--- config.mk ---
export PLATFORM = sky130hd
export DESIGN_NAME = nups_ctrl
export DESIGN_NICKNAME = d
export VERILOG_FILES = /design/src/hdl/nups_pkg.sv /design/src/hdl/nups_ctrl.sv
export SDC_FILE = /design/constraint.sdc
export NUM_CORES = 1
export LEC_CHECK = 0
export ABC_AREA = 0
export BUFFER_PORTS_ARGS = -buffer_cell sky130_fd_sc_hd__buf_2
export CAP_MARGIN = 30
export CELL_PAD_IN_SITES_DETAIL_PLACEMENT = 0
export CELL_PAD_IN_SITES_GLOBAL_PLACEMENT = 1
export CORE_AREA = 4 4 41 43
export DETAILED_ROUTE_END_ITERATION = 16
export DIE_AREA = 0 0 45 47
export PLACE_DENSITY_LB_ADDON = 0.05
export SYNTH_ARGS = -nofsm -noshare
export SYNTH_HDL_FRONTEND = slang
export SYNTH_SLANG_ARGS = --single-unit
--- constraint.sdc ---
create_clock -name clk -period 1.5 [get_ports clk]
set_clock_uncertainty 0.2 [all_clocks]
set_input_delay 0.075 -clock clk [delete_from_list [all_inputs] [get_ports clk]]
set_output_delay 0.075 -clock clk [all_outputs]
set_load 0.01 [all_outputs]
--- src/hdl/nups_pkg.sv ---
`default_nettype none

package nups_pkg;

  // table geometry
  localparam int PATHS = 1024;
  localparam int AW    = (PATHS > 1) ? $clog2(PATHS) : 1;   // entry address
  localparam int CW    = $clog2(PATHS + 1);                 // scan counter, holds PATHS

  localparam int COORD_W = 24;
  localparam int IDX_W   = 10;
  localparam int CFG_W   = 11;
  localparam int SQ_W    = 2 * COORD_W;
  localparam int DIST_W  = SQ_W + 1;
  localparam int PT_W    = 4 * COORD_W;

  localparam logic OP_LOAD  = 1'b0;
  localparam logic OP_QUERY = 1'b1;

  localparam logic [1:0] ST_LOADED = 2'd0;
  localparam logic [1:0] ST_FOUND  = 2'd1;
  localparam logic [1:0] ST_NONE   = 2'd2;

  typedef enum logic [2:0] {
    S_CLEAR,
    S_IDLE,
    S_LOAD,
    S_SCAN,
    S_DRAIN,
    S_FINISH
  } state_t;

  // controller -> datapath
  typedef struct packed {
    logic clear_step;
    logic capture;
    logic load;
    logic scan;
    logic drain;
    logic finish;
  } dp_cmd_t;

  // datapath -> controller
  typedef struct packed {
    logic clear_last;
    logic scan_end;
    logic pipe_idle;
  } dp_status_t;

endpackage

`default_nettype wire

--- src/hdl/nups_ctrl.sv ---
`default_nettype none

module nups_ctrl
  import nups_pkg::*;
(
  input  wire logic       clk,
  input  wire logic       rst_n,
  input  wire logic       start,
  input  wire logic       in_opcode,
  input  wire dp_status_t status,
  output dp_cmd_t         cmd,
  output logic            busy
);

  state_t state_r, state_nxt;

  always_ff @(posedge clk) begin
    if (!rst_n) begin
      state_r <= S_CLEAR;
    end else begin
      state_r <= state_nxt;
    end
  end

  always_comb begin
    state_nxt = state_r;
    case (state_r)
      S_CLEAR: begin
        if (status.clear_last) state_nxt = S_IDLE;
      end
      S_IDLE: begin
        if (start) state_nxt = (in_opcode == OP_QUERY) ? S_SCAN : S_LOAD;
      end
      S_LOAD: begin
        state_nxt = S_IDLE;
      end
      S_SCAN: begin
        if (status.scan_end) state_nxt = S_DRAIN;
      end
      S_DRAIN: begin
        if (status.pipe_idle) state_nxt = S_FINISH;
      end
      S_FINISH: begin
        state_nxt = S_IDLE;
      end
      default: begin
        state_nxt = S_IDLE;
      end
    endcase
  end

  always_comb begin
    cmd  = '0;
    busy = 1'b1;
    case (state_r)
      S_CLEAR: begin
        cmd.clear_step = 1'b1;
      end
      S_IDLE: begin
        busy        = 1'b0;
        cmd.capture = start;
      end
      S_LOAD: begin
        cmd.load = 1'b1;
      end
      S_SCAN: begin
        cmd.scan = 1'b1;
      end
      S_DRAIN: begin
        cmd.drain = 1'b1;
      end
      S_FINISH: begin
        cmd.finish = 1'b1;
      end
      default: begin
        busy = 1'b1;
      end
    endcase
  end

endmodule

`default_nettype wire

# == Word-level counts from Yosys, hierarchy flattened ==
# Cells that the tools add are included.
# totals
elab_cells,25
reg_bits,3
# op_classes
n_reduce_logical,2
muxes,13
n_eq_ne,9
# ops
cell,n
3-bit two-way mux,4
3-bit case mux with 4 select lines,1
1-bit two-way mux,8
2-bit != test (second input constant),4
3-bit by 2-bit == test with 1-bit output (second input constant),2
3-bit == test (second input constant),2
4-bit AND reduction,1
3-bit by 1-bit == test with 1-bit output (second input constant),1
3-bit logical NOT,1

# == Depth between registers and ports, before layout ==
# Gate-level depths: netlist (run 1).
# logic_depth
ltp_word,3
depth_mapped,4

# == Worst setup path after synthesis (run 1) ==
# No wires, ideal clock.
# synth_timing
path_type,flip-flop to output port
startpoint,reg state_r[0]
endpoint,out cmd[4] in the netlist's numbering
required_ps,1225
path_slack_ps,332
n_path_buf,0
stages_incl_launch_ff,4
arrival_ps,893
cell_sequence,dfxtp_1 nor2b_2 nand2b_1 nor2_1
# synth_lines
element,line,text
"start, declared",nups_ctrl.sv:15,"state_t state_r, state_nxt;"
"start signal, assigned",nups_ctrl.sv:21,state_r <= state_nxt;
"end, declared",nups_ctrl.sv:11,"output dp_cmd_t cmd,"

==> results of run 1 <==
worst max-delay path, cell delays in order (launching register included):
cell     delay, ps
dfxtp_1        470
nor2_1         130
and2_1         180
buf_2          130
per-layer routing:
| layer | GRT usage [%] | wire length [µm] | up-vias |
|---|---|---|---|
| li1 | - | - | 122 |
| met1 | 6.80 | 238 | 107 |
| met2 | 7.34 | 276 | 8 |
| met3 | 1.15 | 43 | 0 |
| met4 | 8.77 | 0 | 0 |
| met5 | 0 | 0 | - |
placed cells by master (no fill, tap or decap):
master / count
mux2i_1: 1
inv_1: 2
clkbuf_4: 3
nor3_1: 1
buf_4: 1
a32oi_1: 1
nand2_1: 2
buf_2: 13
dfxtp_1: 2
o2111a_1: 1
nor2_1: 4
nor3b_1: 1
nand2b_1: 1
clkbuf_1: 1
dfxtp_2: 1
o31ai_1: 1
nor2b_4: 1
dlygate4sd3_1: 3
and2_1: 2
a221oi_2: 1
power by group:
part           internal (W)  leakage [nW]  switching [W]
logic             0.0000330         0.127      0.0000267
registers         0.0000850        0.0248     0.00000660
clock network     0.0000997        0.0150      0.0000415
worst max path at each step:
stage                                        from  endpoint  slack, ps
after floorplan           state_r[0]$_SDFFE_PN0P_    cmd[4]        330
after global placement    state_r[0]$_SDFFE_PN0P_    cmd[4]        270
after detailed placement  state_r[0]$_SDFFE_PN0P_    cmd[4]        260
after CTS                 state_r[0]$_SDFFE_PN0P_    cmd[4]          2
after global routing      state_r[2]$_SDFFE_PN0P_    cmd[4]         10
final                     state_r[1]$_SDFFE_PN0P_    cmd[1]         80
cell families after synthesis:
logic type	after synthesis
AO/OA/AOI/OAI	4
buffers and inverters	3
flip-flops	3
multiplexers	1
AND/OR/NAND/NOR	12
cell usage after synthesis:
| cell | n |
|---|---|
| a221oi_2 | 1 |
| a32oi_1 | 1 |
| and2_1 | 2 |
| buf_2 | 1 |
| dfxtp_1 | 3 |
| inv_1 | 2 |
| mux2i_1 | 1 |
| nand2_1 | 2 |
| nand2b_1 | 1 |
| nor2_1 | 4 |
| nor2b_2 | 1 |
| nor3_1 | 1 |
| nor3b_1 | 1 |
| o2111a_1 | 1 |
| o31ai_1 | 1 |
stage by stage:
step | instance area, µm² | power (W) | setup slack [ps] | std cells | hold slack [ps]
after detailed placement | 267 | 0.000142 | 258 | 50 | 153
final | 337 | 0.000292 | 81.6 | 58 | 14.7
after global routing | 337 | 0.000314 | 11.6 | 58 | 46.0
after CTS | 323 | 0.000297 | 2.00 | 57 | 19.1
after floorplan | 188 | 0.000119 | 332 | 23 | 20.2
after global placement | 267 | 0.000141 | 268 | 50 | 151
cell type report:
cell class              count  area share (%)
repair buffers             17            30.5
flip-flops and latches      3            18.2
inverters                   2            2.23
well taps                  15            5.58
multi-input cells          17            35.7
clock buffers               4            7.81
timing repair:
action / 4_1_cts / 5_1_grt
hold buffers: 3 / 0
buffers inserted: 0 / 1
endpoints found under the hold margin: 3 / 0
setup endpoints to repair: 0 / 3
gates resized for setup: 0 / 2
==> results.py, run 1 <==
metrics = {
    "yosys": {
        "syn_inst": 23,
        "synth.net_count": 30,
        "yosys.cell_types.count": 15,
        "synth_mux_area_share_pct": 5.33,
        "synth_simple_gate_area_share_pct": 33.3,
        "synth.ff_latch_count": 3,
        "synth_area_in_adders_pct": 0,
        "seq_area_frac_synth_pct": 32.0,
        "yosys_warnings": 0,
        "main_combinational_cell_family_by_area_after_synthesis": "simple AND/OR/NAND/NOR gates",
        "yosys.area.top_type_share_pct": 32.0,
        "yosys.area_share.xor_xnor_pct": 0,
        "yosys.area.top_type": "dfxtp_1",
        "postSynthAreaPerCell_um2": 8.16,
        "post_synth_instance_area_um2": 188,
        "yosys-top-cells-area": "dfxtp_1, a221oi_2, nor2_1",
        "synthesized_area_fraction_occupied_by_ao_oa_aoi_and_oai_cells_pct": 22.7,
    },
    "placed_design": {
        "gp_routability_congestion": 0.628,
        "dp.final_hpwl_um": 449,
        "port_buffers": 13,
    },
    "die": {
        "core_area_um2": 1300,
        "die_area_um2": 2120,
        "placementRows": 13,
        "io-pin-count": 14,
        "die_y_um": 47,
        "initial_core_util_pct": 14.4,
        "chipWidth_um": 45,
    },
    "clock_network": {
        "clkSinkCount": 3,
        "cts_tree": "yes",
        "h-tree-depth": 1,
        "worstSkewPairLatency_ps": 230,
        "clockRootBuffer": "clkbuf_4",
        "tritoncts.num_buffers": 3,
        "path_clk_slew_ps": 40,
        "max-clock-path-buffers": 2,
    },
    "layout": {
        "top_register": "state_r",
        "seqCellArea_um2": 61.3,
        "largest_reg_flops": 3,
        "finish.net_count": 51,
        "registers_with_the_most_flip_flops": "state_r x3",
        "multi_input_comb_area_um2": 120,
        "fillers": 161,
        "diodes": 0,
        "post_route_cells_drive_above_1_share_pct": 46.5,
        "post_route_core_utilization_pct": 25.9,
        "synthToLayoutAreaGrowth_pct": 79.3,
    },
    "setup_path": {
        "regToRegSetupSlack_ps": 280,
        "cp_max_fo": 10,
        "r2r-end": "state_r[0]$_SDFFE_PN0P_",
        "startpoint_class": "flip-flop",
        "reg2regPathDepth": 3,
        "cp-end-kind": "output port",
        "timing.setup.critical_path_class": "flip-flop to output port",
        "timing.critical_path.required_ps": 1220,
        "worstReg2RegStart": "state_r[2]$_SDFFE_PN0P_",
        "critical_path_arrival_ps": 1140,
    },
    "global_routing": {
        "grt_antenna_before_repair": 0,
        "grt_overflow_total": 0,
        "first_pass_grt_wire_length_um": 828,
        "grt_start_max_net_pins": 11,
        "grt_usage_pct": 5.84,
        "first_global_vias": 210,
    },
    "worst_hold_path": {
        "min-delay-path-class": "input port to flip-flop",
        "depth_of_the_worst_hold_timing_path": 3,
        "worstHoldEndpoint": "state_r[0]$_SDFFE_PN0P_",
        "hold_start": "status[2]",
    },
    "drt": {
        "drt-initial-drc-count": 1,
        "dr_total_vias": 237,
        "routedWlPerCell_um": 9.62,
        "via_per_inst": 4.09,
        "antenna_violation_net_count_after_detailed_routing": 0,
        "finalWirelength_um": 558,
        "tritonroute_pass_1_iters": 2,
        "drc": 0,
    },
    "timing": {
        "rsz0062_at_grt": "no",
        "headroom_to_the_max_slew_limit_pct": 79.9,
        "worstMarginPinSlew_ps": 302,
        "final_max_slew_viol_count": 0,
        "setup-tns-final_ps": 0,
        "min_period_ps": 1420,
        "finalCritPeriodShare_pct": 94.6,
        "timing.final.setup_violations": 0,
        "achievable-frequency_ghz": 0.705,
        "final_hold_viol_count": 0,
    },
    "pwr": {
        "vdd_ir_drop_max_v": 0.000318,
        "power.density_nw_per_um2": 869,
        "cellLeakagePower_nw": 0.167,
    },
    "run": {
        "timing.max_cap.violations": 0,
    },
    "status": {
        "result_of_the_run": "finished, final reports clean",
    },
}
Power figures use the tool's default switching activity.
==> inputs of run 2 (changes only) <==
--- a/config.mk
+++ b/config.mk
@@ -13,6 +13,7 @@
 export CORE_AREA = 4 4 41 43
 export DETAILED_ROUTE_END_ITERATION = 16
 export DIE_AREA = 0 0 45 47
+export MAX_ROUTING_LAYER = met4
 export PLACE_DENSITY_LB_ADDON = 0.05
 export SYNTH_ARGS = -nofsm -noshare
 export SYNTH_HDL_FRONTEND = slang
==> run 2 against run 1 <==
Net effect:
- critical path depth unchanged
- sequential share of layout area did not move
- critical path type unchanged
- die area unchanged
- wire length is 0.54% higher
- largest cell class unchanged
- count of clock-buffer cells in the layout is the same
- hold slack about the same
==> results.py, run 2 (synthesis results as in run 1) <==
metrics = {
    "timing": {
        "achievable-frequency_ghz": 0.706,
        "final_hold_viol_count": 0,
        "setup-tns-final_ps": 0,
        "finalCritPeriodShare_pct": 94.4,
        "timing.final.setup_violations": 0,
        "headroom_to_the_max_slew_limit_pct": 79.7,
        "worstMarginPinSlew_ps": 305,
        "rsz0062_at_grt": "no",
        "final_max_slew_viol_count": 0,
        "min_period_ps": 1420,
    },
    "die": {
        "initial_core_util_pct": 14.4,
        "die_y_um": 47,
        "chipWidth_um": 45,
        "core_area_um2": 1300,
        "io-pin-count": 14,
        "placementRows": 13,
        "die_area_um2": 2120,
    },
    "clock_network": {
        "path_clk_slew_ps": 40,
        "max-clock-path-buffers": 2,
        "clkSinkCount": 3,
        "h-tree-depth": 1,
        "clockRootBuffer": "clkbuf_4",
        "worstSkewPairLatency_ps": 230,
        "cts_tree": "yes",
        "tritoncts.num_buffers": 3,
    },
    "global_routing": {
        "grt_start_max_net_pins": 11,
        "first_pass_grt_wire_length_um": 828,
        "first_global_vias": 211,
        "grt_antenna_before_repair": 0,
        "grt_overflow_total": 0,
        "grt_usage_pct": 6.03,
    },
    "setup_path": {
        "reg2regPathDepth": 3,
        "timing.critical_path.required_ps": 1220,
        "cp-end-kind": "output port",
        "critical_path_arrival_ps": 1140,
        "timing.critical_path.slowest_stage_cell": "dfxtp_1",
        "critical-path-top-delay-family": "flip-flops",
        "critPathLaunch": "state_r[1]$_SDFFE_PN0P_",
        "startpoint_class": "flip-flop",
        "worstPathBufferInverterCount": 1,
        "critical_path.cell_chain": "nor2_1, and2_1, buf_2",
        "worstReg2RegStart": "state_r[2]$_SDFFE_PN0P_",
        "worst_path_largest_cell_delay_ps": 470,
        "regToRegSetupSlack_ps": 270,
        "r2r-end": "state_r[0]$_SDFFE_PN0P_",
        "cp_max_fo": 10,
        "timing.setup.critical_path_class": "flip-flop to output port",
    },
    "layout": {
        "post_route_cells_drive_above_1_share_pct": 46.5,
        "finish.net_count": 51,
        "fillers": 161,
        "synthToLayoutAreaGrowth_pct": 79.3,
        "mostFrequentLayoutCells": "buf_2, nor2_1, clkbuf_4, dlygate4sd3_1",
        "layout_commonest_cell": "buf_2",
        "largest_reg_flops": 3,
        "seqCellArea_um2": 61.3,
        "top_register": "state_r",
        "registers_with_the_most_flip_flops": "state_r x3",
        "fin_cells": 58,
        "diodes": 0,
        "multi_input_comb_area_um2": 120,
    },
    "drt": {
        "drc": 0,
        "dr_total_vias": 236,
        "tritonroute_pass_1_iters": 1,
        "routedWlPerCell_um": 9.67,
        "antenna_violation_net_count_after_detailed_routing": 0,
        "drt-initial-drc-count": 0,
        "via_per_inst": 4.07,
        "finalWirelength_um": 561,
    },
    "pwr": {
        "cellLeakagePower_nw": 0.167,
        "vdd_ir_drop_max_v": 0.000319,
        "power.density_nw_per_um2": 869,
        "report.power.total_w": 0.000292,
    },
    "worst_hold_path": {
        "worstHoldEndpoint": "state_r[0]$_SDFFE_PN0P_",
        "hold_start": "status[2]",
        "min-delay-path-class": "input port to flip-flop",
        "depth_of_the_worst_hold_timing_path": 3,
    },
    "placed_design": {
        "dp_cells": 50,
        "gp_routability_congestion": 0.633,
        "dp.final_hpwl_um": 449,
        "port_buffers": 13,
    },
    "run": {
        "timing.max_cap.violations": 0,
    },
    "status": {
        "result_of_the_run": "finished, final reports clean",
    },
}
==> run 2: repair_timing <==
| action | 4_1_cts | 5_1_grt |
|---|---|---|
| endpoints found under the hold margin | 3 | 0 |
| setup buffers | 0 | 1 |
| hold buffers | 3 | 0 |
| endpoints found under the setup margin | 0 | 3 |
| resized for setup | 0 | 2 |
==> run 2: routing by layer <==
metal	GRT usage, %	wire length [µm]	vias up
met5	-	0	-
met4	8.77	0	0
met3	1.15	43	0
met2	7.34	276	8
met1	6.80	241	106
li1	-	-	122
==> run 2: worst max path at each step <==
stage	end	slack (ps)	cells after the start
floorplan	cmd[4]	330	3
global placement	cmd[4]	270	4
detailed placement	cmd[4]	260	4
CTS	cmd[4]	2	4
global route	cmd[4]	10	4
finish	cmd[1]	80	3
==> run 2: stage by stage <==
| stage | area [µm²] | setup WS, ps | util (%) | hold slack, ps |
|---|---|---|---|---|
| after global routing | 337 | 11.7 | 25.9 | 46.0 |
| after CTS | 323 | 2.00 | 24.8 | 19.1 |
| after global placement | 267 | 268 | 20.5 | 151 |
| final | 337 | 84.2 | 25.9 | 14.7 |
| after detailed placement | 267 | 258 | 20.5 | 153 |
| after floorplan | 188 | 332 | - | 20.2 |
==> run 2: layout make-up <==
class | count | share of cell area (%)
timing repair buffer | 17 | 30.5
sequential | 3 | 18.2
tap | 15 | 5.58
clock buffer | 4 | 7.81
multi-input combinational | 17 | 35.7
inverter | 2 | 2.23
==> run 2: worst reg2reg max path, cell delays in order (launching register included) <==
cell and delay, ps:
dfxtp_1 490, nor2b_4 90, buf_4 140, a221oi_2 220
==> run 2: report_power, final <==
part | switching [W] | total, W | internal, W
logic | 0.0000267 | 0.0000596 | 0.0000329
registers | 0.00000666 | 0.0000916 | 0.0000850
clock network | 0.0000415 | 0.000141 | 0.0000997
total | 0.0000749 | 0.000292 | 0.000218
==> inputs of run 3 (changes only) <==
--- a/config.mk
+++ b/config.mk
@@ -13,6 +13,7 @@
 export CORE_AREA = 4 4 41 43
 export DETAILED_ROUTE_END_ITERATION = 16
 export DIE_AREA = 0 0 45 47
+export GPL_TIMING_DRIVEN = 0
 export MAX_ROUTING_LAYER = met4
 export PLACE_DENSITY_LB_ADDON = 0.05
 export SYNTH_ARGS = -nofsm -noshare
==> run 3 against run 2 <==
Net effect:
- maximum frequency fell by 2.5%
- design area decreased by 1.1%
- wire length up 2.7%
- largest power group unchanged
- utilization down 0.29 points
- hold slack better by 4.4 ps
- global-route usage rose by 0.24 points
- critical path depth rose by 1
- combinational power up 2%
- sequential cell count unchanged
- clock power hardly changed
==> results.py, run 3 (synthesis results as in run 1) <==
metrics = {
    "layout": {
        "diodes": 0,
        "fin_cells": 58,
        "registers_with_the_most_flip_flops": "state_r x3",
        "finish.net_count": 51,
        "layout_commonest_cell": "buf_2",
        "mostFrequentLayoutCells": "buf_2, nor2_1, clkbuf_4, dlygate4sd3_1, dfxtp_1",
        "synthToLayoutAreaGrowth_pct": 77.3,
        "largest_reg_flops": 3,
        "post_route_cells_drive_above_1_share_pct": 44.2,
        "top_register": "state_r",
    },
    "setup_path": {
        "cp_max_fo": 10,
        "timing.setup.critical_path_class": "flip-flop to output port",
        "worstReg2RegStart": "state_r[1]$_SDFFE_PN0P_",
        "startpoint_class": "flip-flop",
        "timing.critical_path.required_ps": 1220,
        "critical_path_arrival_ps": 1180,
        "cp-end-kind": "output port",
        "critPathLaunch": "state_r[1]$_SDFFE_PN0P_",
    },
    "clock_network": {
        "h-tree-depth": 1,
        "worstSkewPairLatency_ps": 230,
        "max-clock-path-buffers": 2,
        "path_clk_slew_ps": 40,
        "clkSinkCount": 3,
        "cts_tree": "yes",
        "clockRootBuffer": "clkbuf_4",
        "tritoncts.num_buffers": 3,
    },
    "global_routing": {
        "grt_usage_pct": 6.27,
        "grt_antenna_before_repair": 0,
        "first_pass_grt_wire_length_um": 855,
        "grt_start_max_net_pins": 11,
        "grt_overflow_total": 0,
        "first_global_vias": 208,
    },
    "timing": {
        "final_hold_viol_count": 0,
        "finalCritPeriodShare_pct": 96.8,
        "setup-tns-final_ps": 0,
        "achievable-frequency_ghz": 0.689,
        "fin_worst_hold_slack_ps": 19.1,
        "final_max_slew_viol_count": 0,
        "headroom_to_the_max_slew_limit_pct": 80.3,
        "timing.final.setup_violations": 0,
        "worstMarginPinSlew_ps": 293,
        "rsz0062_at_grt": "yes",
        "min_period_ps": 1450,
        "final.setup.worst_slack_ps": 48.4,
    },
    "die": {
        "io-pin-count": 14,
        "chipWidth_um": 45,
        "core_area_um2": 1300,
        "die_area_um2": 2120,
        "initial_core_util_pct": 14.4,
        "placementRows": 13,
        "die_y_um": 47,
    },
    "pwr": {
        "report.power.total_w": 0.000290,
        "vdd_ir_drop_max_v": 0.000323,
        "power.density_nw_per_um2": 872,
        "cellLeakagePower_nw": 0.167,
    },
    "placed_design": {
        "gp_routability_congestion": 0.656,
        "dp_cells": 51,
        "port_buffers": 13,
        "post-place-ws_ps": 267,
        "dp.final_hpwl_um": 447,
    },
    "drt": {
        "drc": 0,
        "via_per_inst": 4.05,
        "finalWirelength_um": 576,
        "top_layer": "met3",
        "wl_met3_um": 57,
        "route.layer.met1.wl_um": 243,
        "dr_total_vias": 235,
        "tritonroute_pass_1_iters": 4,
        "dr_wl_met2_um": 275,
        "drt-initial-drc-count": 4,
        "antenna_violation_net_count_after_detailed_routing": 0,
        "routedWlPerCell_um": 9.93,
    },
    "worst_hold_path": {
        "hold_start": "status[2]",
        "min-delay-path-class": "input port to flip-flop",
    },
    "status": {
        "result_of_the_run": "finished, final reports clean",
    },
    "run": {
        "timing.max_cap.violations": 0,
    },
}
-- run 3: path summary, 6_finish.rpt --
kind / end / slack (ps) / cells after the start
min: state_r[0]$_SDFFE_PN0P_ / 20 / 3
min reg2reg: state_r[1]$_SDFFE_PN0P_ / 460 / 2
max reg2reg: state_r[0]$_SDFFE_PN0P_ / 300 / 3
max: cmd[1] / 50 / 4
-- run 3: stage by stage --
step | util (%) | instance area (µm²)
2_1_floorplan | - | 188
4_1_cts | 25.2 | 328
6_report | 25.6 | 333
3_5_place_dp | 20.9 | 272
3_3_place_gp | 20.9 | 272
5_1_grt | 25.6 | 333
-- run 3: per-layer routing --
layer,track usage [%],up-vias
met2,7.06,10
met5,-,-
li1,-,120
met1,7.69,105
met4,8.77,0
met3,1.15,0
-- run 3: power by group --
part	internal, W	switching [W]
Sequential	0.0000844	0.00000375
Clock	0.0000997	0.0000419
Combinational	0.0000309	0.0000297
-- run 3: timing repair --
| action | in CTS | in global routing |
|---|---|---|
| hold buffers | 3 | 0 |
| buffers inserted | 0 | 0 |
| resized for setup | 0 | 1 |
| hold endpoints to repair | 3 | 0 |
| setup endpoints to repair | 0 | 3 |
-- run 3: worst max-delay path: stages (launching register included) --
cell	delay [ps]
dfxtp_1	280
buf_2	160
nor2_1	210
and2_1	170
buf_2	130
-- run 3: layout make-up --
type                       count  area [µm²]
inverter                       2        7.51
timing repair buffer          16        95.1
clock buffer                   4        26.3
tap                           15        18.8
fill                         157         968
sequential                     3        60.1
buffer                         1        5.00
multi-input combinational     17         120
